<file path="src/sv/pvkf_pkg.sv">
// Shared types and constants of the position and velocity Kalman filter.
package pvkf_pkg;

	localparam int COV_FRAC = 24;
	localparam int COV_W    = 48;
	localparam int EST_W    = 32;

	localparam logic [1:0] CFG_PROCESS_NOISE     = 2'd0;
	localparam logic [1:0] CFG_MEASUREMENT_NOISE = 2'd1;
	localparam logic [1:0] CFG_SAMPLE_PERIOD     = 2'd2;

	localparam logic [31:0] PROCESS_NOISE_RST     = 32'd65536;
	localparam logic [31:0] MEASUREMENT_NOISE_RST = 32'd65536;
	localparam logic [16:0] SAMPLE_PERIOD_RST     = 17'd655;

	typedef enum logic [5:0] {
		ST_IDLE  = 6'b000001,
		ST_MUL   = 6'b000010,
		ST_MWAIT = 6'b000100,
		ST_DIV   = 6'b001000,
		ST_DWAIT = 6'b010000,
		ST_OUT   = 6'b100000
	} ctrl_state_t;

	typedef enum logic [3:0] {
		S_VP    = 4'd0,
		S_VA    = 4'd1,
		S_T1    = 4'd2,
		S_A     = 4'd3,
		S_AA    = 4'd4,
		S_Q     = 4'd5,
		S_QQ    = 4'd6,
		S_K1E   = 4'd7,
		S_K0E   = 4'd8,
		S_K1P01 = 4'd9,
		S_K1P00 = 4'd10,
		S_OK01  = 4'd11,
		S_OK00  = 4'd12
	} step_t;

	typedef struct packed {
		logic est_shift;
		logic narrow;
	} mul_mode_t;

	typedef struct packed {
		logic  load;
		logic  clear;
		logic  mul_start;
		logic  mul_wb;
		logic  div_start;
		logic  out_load;
		step_t step;
	} dp_cmd_t;

	typedef struct packed {
		logic mul_done;
		logic div_done;
	} dp_status_t;

	function automatic logic [47:0] mag48(logic signed [47:0] v);
		return v[47] ? 48'(-v) : 48'(v);
	endfunction

endpackage

</file>
<file path="src/sv/pvkf_ctrl.sv">
// Controller: sequences predict, gain and correct steps over the datapath, or a restart clear.
module pvkf_ctrl (
	input  logic                 clk,
	input  logic                 arst_n,
	input  logic                 in_valid,
	input  logic                 in_restart,
	output logic                 in_ready,
	output logic                 out_valid,
	input  logic                 out_ready,
	output pvkf_pkg::dp_cmd_t    cmd,
	input  pvkf_pkg::dp_status_t status
);
	import pvkf_pkg::*;

	ctrl_state_t state_q, state_d;
	step_t       step_q, step_d;
	logic        out_valid_q;

	always_comb begin
		state_d  = state_q;
		step_d   = step_q;
		cmd      = '0;
		cmd.step = step_q;
		in_ready = state_q == ST_IDLE;
		case (state_q)
			ST_IDLE: begin
				if (in_valid) begin
					cmd.load = 1'b1;
					if (in_restart) begin
						cmd.clear = 1'b1;
						state_d   = ST_OUT;
					end else begin
						step_d  = S_VP;
						state_d = ST_MUL;
					end
				end
			end
			ST_MUL: begin
				cmd.mul_start = 1'b1;
				state_d       = ST_MWAIT;
			end
			ST_MWAIT: begin
				if (status.mul_done) begin
					cmd.mul_wb = 1'b1;
					case (step_q)
						S_QQ:   state_d = ST_DIV;
						S_OK00: state_d = ST_OUT;
						default: begin
							step_d  = step_t'(step_q + 4'd1);
							state_d = ST_MUL;
						end
					endcase
				end
			end
			ST_DIV: begin
				cmd.div_start = 1'b1;
				state_d       = ST_DWAIT;
			end
			ST_DWAIT: begin
				if (status.div_done) begin
					step_d  = S_K1E;
					state_d = ST_MUL;
				end
			end
			ST_OUT: begin
				// hold until the result register is free or being drained
				if (!out_valid_q || out_ready) begin
					cmd.out_load = 1'b1;
					state_d      = ST_IDLE;
				end
			end
			default: state_d = ST_IDLE;
		endcase
	end

	always_ff @(posedge clk or negedge arst_n) begin
		if (!arst_n) begin
			state_q     <= ST_IDLE;
			step_q      <= S_VP;
			out_valid_q <= 1'b0;
		end else begin
			state_q <= state_d;
			step_q  <= step_d;
			if (cmd.out_load) begin
				out_valid_q <= 1'b1;
			end else if (out_ready) begin
				out_valid_q <= 1'b0;
			end
		end
	end

	assign out_valid = out_valid_q;

	a_mul_done_in_wait: assert property (@(posedge clk) disable iff (!arst_n)
		status.mul_done |-> state_q == ST_MWAIT)
		else $error("multiplier finished outside its wait state");

	a_div_done_in_wait: assert property (@(posedge clk) disable iff (!arst_n)
		status.div_done |-> state_q == ST_DWAIT)
		else $error("divider finished outside its wait state");

	a_no_overwrite: assert property (@(posedge clk) disable iff (!arst_n)
		(out_valid_q && !out_ready) |-> !cmd.out_load)
		else $error("pending result overwritten");

	a_start_from_idle: assert property (@(posedge clk) disable iff (!arst_n)
		cmd.load |=> (state_q == ST_MUL || state_q == ST_OUT))
		else $error("accepted item did not start processing");

endmodule

</file>
<file path="config.mk">
export PLATFORM = sky130hd
export DESIGN_NAME = pvkf_ctrl
export DESIGN_NICKNAME = d
export VERILOG_FILES = /design/src/sv/pvkf_pkg.sv /design/src/sv/pvkf_ctrl.sv
export SDC_FILE = /design/constraint.sdc
export NUM_CORES = 1
export LEC_CHECK = 0
export ABC_AREA = 0
export BUFFER_PORTS_ARGS = -buffer_cell sky130_fd_sc_hd__buf_4
export CAP_MARGIN = 20
export CORE_UTILIZATION = 35
export DETAILED_ROUTE_END_ITERATION = 12
export PLACE_DENSITY_LB_ADDON = 0.2
export SETUP_SLACK_MARGIN = 0.3
export SKIP_CTS_REPAIR_TIMING = 1
export SLEW_MARGIN = 20
export SYNTH_ARGS = -nofsm -noshare
export SYNTH_HDL_FRONTEND = slang
export SYNTH_SLANG_ARGS = --single-unit
export TNS_END_PERCENT = 100
</file>
<file path="constraint.sdc">
create_clock -name clk -period 6.2 [get_ports clk]
set_clock_uncertainty 0.05 [all_clocks]
set_input_delay 0.62 -clock clk [delete_from_list [all_inputs] [get_ports clk]]
set_output_delay 0.62 -clock clk [all_outputs]
set_load 0.1 [all_outputs]
</file>
* After elaboration in Yosys (flattened, before gate mapping) *
Index checks and enable logic that the tools add are counted.

operators by class
  mux-type cells = 24
  reductions and logical operators = 7
  equality and inequality tests = 14
  $add $sub $neg = 1

operators by type and width
  operator               number
  $pmux W6 S6            1
  $mux W6                5
  $mux W4                5
  $ne A2 B2 Y1 const B   6
  $pmux W4 S3            1
  $pmux W6 S2            1
  $mux W1                9
  $eq A6 B1 Y1 const B   1
  $eq A6 B2 Y1 const B   1
  $eq A6 B3 Y1 const B   1
  $eq A6 B4 Y1 const B   1
  $eq A6 B5 Y1 const B   1
  $eq A6 B6 Y1 const B   1
  $reduce_and A6 Y1      1
  $add A4 B1 Y4 const B  1
  $eq A4 B3 Y1 const B   1
  $eq A4 B4 Y1 const B   1
  $mux W2                2
  $reduce_and A4 Y1      1
  $reduce_bool A3 Y1     1
  $reduce_bool A2 Y1     1
  $reduce_or A2 Y1       1
  $logic_not A1 Y1       1
  $logic_or A1 B1 Y1     1

word-level totals
  register bits = 11
  word-level logic and storage cells = 49
  bits of input ports = 7
  output and inout bits = 12

* Logic depth before layout (Yosys ltp) *
  depth after elaboration = 5
  gate-level depth with buffers = 8
  gate-level depth less buffers = 6

* Worst setup path after synthesis *
No wires, ideal clock.

  path kind = flip-flop to output port
  start point = reg state_q[2]
  end point = out cmd[8] in the netlist's numbering
  path buffers = 1
  arrival time = 2,434 ps
  setup slack = 3,096 ps
  cell stages (with the launch flop) = 6
  required time = 5,530 ps
  path through = dfrtp_1 > buf_6 > or4_4 > or3b_4 > clkinv_4 > and3_1

RTL lines
  what                    RTL line         source
  start, declared         pvkf_ctrl.sv:15  ctrl_state_t state_q, state_d;
  start signal, assigned  pvkf_ctrl.sv:82  state_q <= state_d;
  end, declared           pvkf_ctrl.sv:10  output pvkf_pkg::dp_cmd_t cmd,

==> run summary <==
Number of flops mapped to enable cells by yosys: 0
Worst EP arrival: 2240 ps
Count leader, synth: dfrtp_1
Port Buffers: 18
Die Height: 49.2 µm
Commonest cells in the synthesized netlist: 10 x dfrtp_1, 5 x nand2b_1
Post-Syn Area: 778 µm²
Max Fclk: 344 MHz
Top_reg_cell synth: dfrtp_1
Tcrit/Tclk final: 0.469
Met2 GRT Util: 0.228
Clock Latency Late Sink: 280 ps
Drt total wl: 1730 µm
Worst Hold Class: input port to async pin
Routed len/inst: 13.7 µm
Worst-path fanout max: 8
Post-synth net total: 93
Slew headroom: 0.687
RD Place Congestion: 0.809
Largest net degree at the start of global routing: 12
Async S/R FF share, synth: 1.00
GR peak layer: met2
Reg2reg start: state_q[4]$_DFFE_PN0P_
DP HPWL: 1300 µm
Placeable Area: 2020 µm²
Cell count after synthesis: 83
Number of vias after detailed routing: 682
Critical-path cell list: or4_4, or3b_4, clkinv_4, and3_1, buf_4
CTS H-tree lvls: 1
Cell accounting for the most synthesized area: dfrtp_1
Cell Rows: 16
TritonRoute pass-1 iters: 4
Antenna-violating nets left: 0
Syn-to-layout area delta: 19.8%
Gr ovfl total: 0
Status: complete, no violations
Slew @ Worst Pin: 464 ps
First-pass GRT wire length: 2850 µm
Clock sink count: 11
DR iter-0 viols: 14
TritonCTS buffer count: 3
Final #Nets: 110
Yosys top cell area share: 0.322
Ports: 19
Max Cap Viol: 0
Worst Path Required: 5530 ps
Ranking of synthesized cells by area: dfrtp_1 32%, ha_1 4.8%, nand2b_1 4.0%
Via/cell ratio: 5.41
GR Util met3: 0.0187
Synth unique cells: 41
Clock tree buffer depth: 2
Vias in the first global route: 616
RSZ-0062 raised after global routing: false
CTS tree: yes
FF-to-FF path depth: 5
Max incr delay on CP: 560 ps
Root Buffer: clkbuf_4
Worst Setup End Kind: output pin
Die X: 49.2 µm
Met1 global-route usage: 0.220
Hold Fails Final Rpt: 0
GRT Resource Usage Total: 0.154
CP startpoint kind: flop
DRC: 0
Starting density of the core: 0.385
Share of layout cells above drive strength 1: 0.303
Final Max Tran Viols: 0
Critical-path top delay cell: or4_4
Reg-to-reg critical path endpoint: step_q[0]$_DFFE_PN0P_
Clock-pin slew on the worst setup and hold paths: 80 ps
Reg-to-reg slack, setup: 3850 ps
Synthesized area per cell: 9.38 µm²
Setup total negative slack: 0 ps
Setup Crit Path Kind: flop to output pin
Min Tclk post-route: 2910 ps
Seq/Total Area, Yosys: 0.355
ANT cells: 0
FF+latch count, synth: 11
Yosys Warn Count: 0
Fillers: 221
Die area: 2420 µm²
Initial antenna violation count: 0
Setup violators final: 0
## worst max-delay path by stage
stage                                      start      to  slack [ps]  cells after the start
final                     state_q[3]$_DFFE_PN0P_  cmd[8]        3290                      5
after global routing      state_q[3]$_DFFE_PN0P_  cmd[8]        3230                      5
after CTS                 state_q[3]$_DFFE_PN0P_  cmd[8]        3290                      5
after detailed placement  state_q[3]$_DFFE_PN0P_  cmd[8]        3600                      5
after global placement    state_q[3]$_DFFE_PN0P_  cmd[8]        3620                      5
after floorplan           state_q[2]$_DFFE_PN0P_  cmd[8]        3100                      5
## worst max-delay path, delay by kind of cell, from the launching register on
kind	cells	cell delay, ps
buf+inv	2	350
flops	1	460
simple gates	3	1140
## cells by family (layout without fill, tap and decap cells)
| kind of cell | after synthesis | count (layout) | synth area share |
|---|---|---|---|
| flip-flops | 11 | 11 | 0.355 |
| AO/OA/AOI/OAI | 21 | 21 | 0.188 |
| XOR/XNOR | 2 | 2 | 0.0225 |
| buffers and inverters | 10 | 26 | 0.0804 |
| adder cells (fa/ha/maj) | 3 | 3 | 0.0482 |
| AND/OR/NAND/NOR | 35 | 35 | 0.286 |
| multiplexers | 1 | 1 | 0.0193 |
## registers in the layout, indices dropped and copies added, names as in the netlist
register / flops
state_q: 6
step_q: 4
out_valid: 1
## cells in the final DEF (no fill, tap or decap), types with 3 or more instances in the layout
| cell | n |
|---|---|
| clkbuf_4 | 3 |
| nand3b_1 | 3 |
| o21ai_0 | 4 |
| ha_1 | 3 |
| nor2_1 | 4 |
| o22ai_1 | 3 |
| dfrtp_1 | 10 |
| nor3_1 | 4 |
| buf_4 | 18 |
| inv_1 | 3 |
| o211ai_1 | 3 |
| nand2b_1 | 5 |
| nand2_1 | 4 |
## stage by stage
step | setup WS [ps] | hold WS (ps) | utilization | cell area (µm²) | instances
5_1_grt | 3230 | 110 | 0.461 | 932 | 126
4_1_cts | 3290 | 113 | 0.461 | 932 | 126
6_report | 3290 | 110 | 0.461 | 932 | 126
2_1_floorplan | 3100 | 274 | - | 778 | 83
3_3_place_gp | 3620 | 418 | 0.447 | 905 | 122
3_5_place_dp | 3600 | 416 | 0.447 | 905 | 122
## area by class of cell
type,count,area (µm²),area share
clock buffer,3,22.5,0.0242
timing repair buffer,18,135,0.145
tap,27,33.8,0.0362
sequential,11,277,0.297
inverter,4,20.0,0.0215
clock inverter,1,5.00,0.00537
multi-input combinational,62,439,0.471
## per-layer routing
layer	vias to the layer above	share of wire
met5	-	0
met4	0	0.0081
met3	2	0.032
met2	16	0.47
met1	324	0.49
li1	340	-
Power is not shown: default switching activity piles up to over one toggle a cycle in this logic, so the estimate is an artifact.
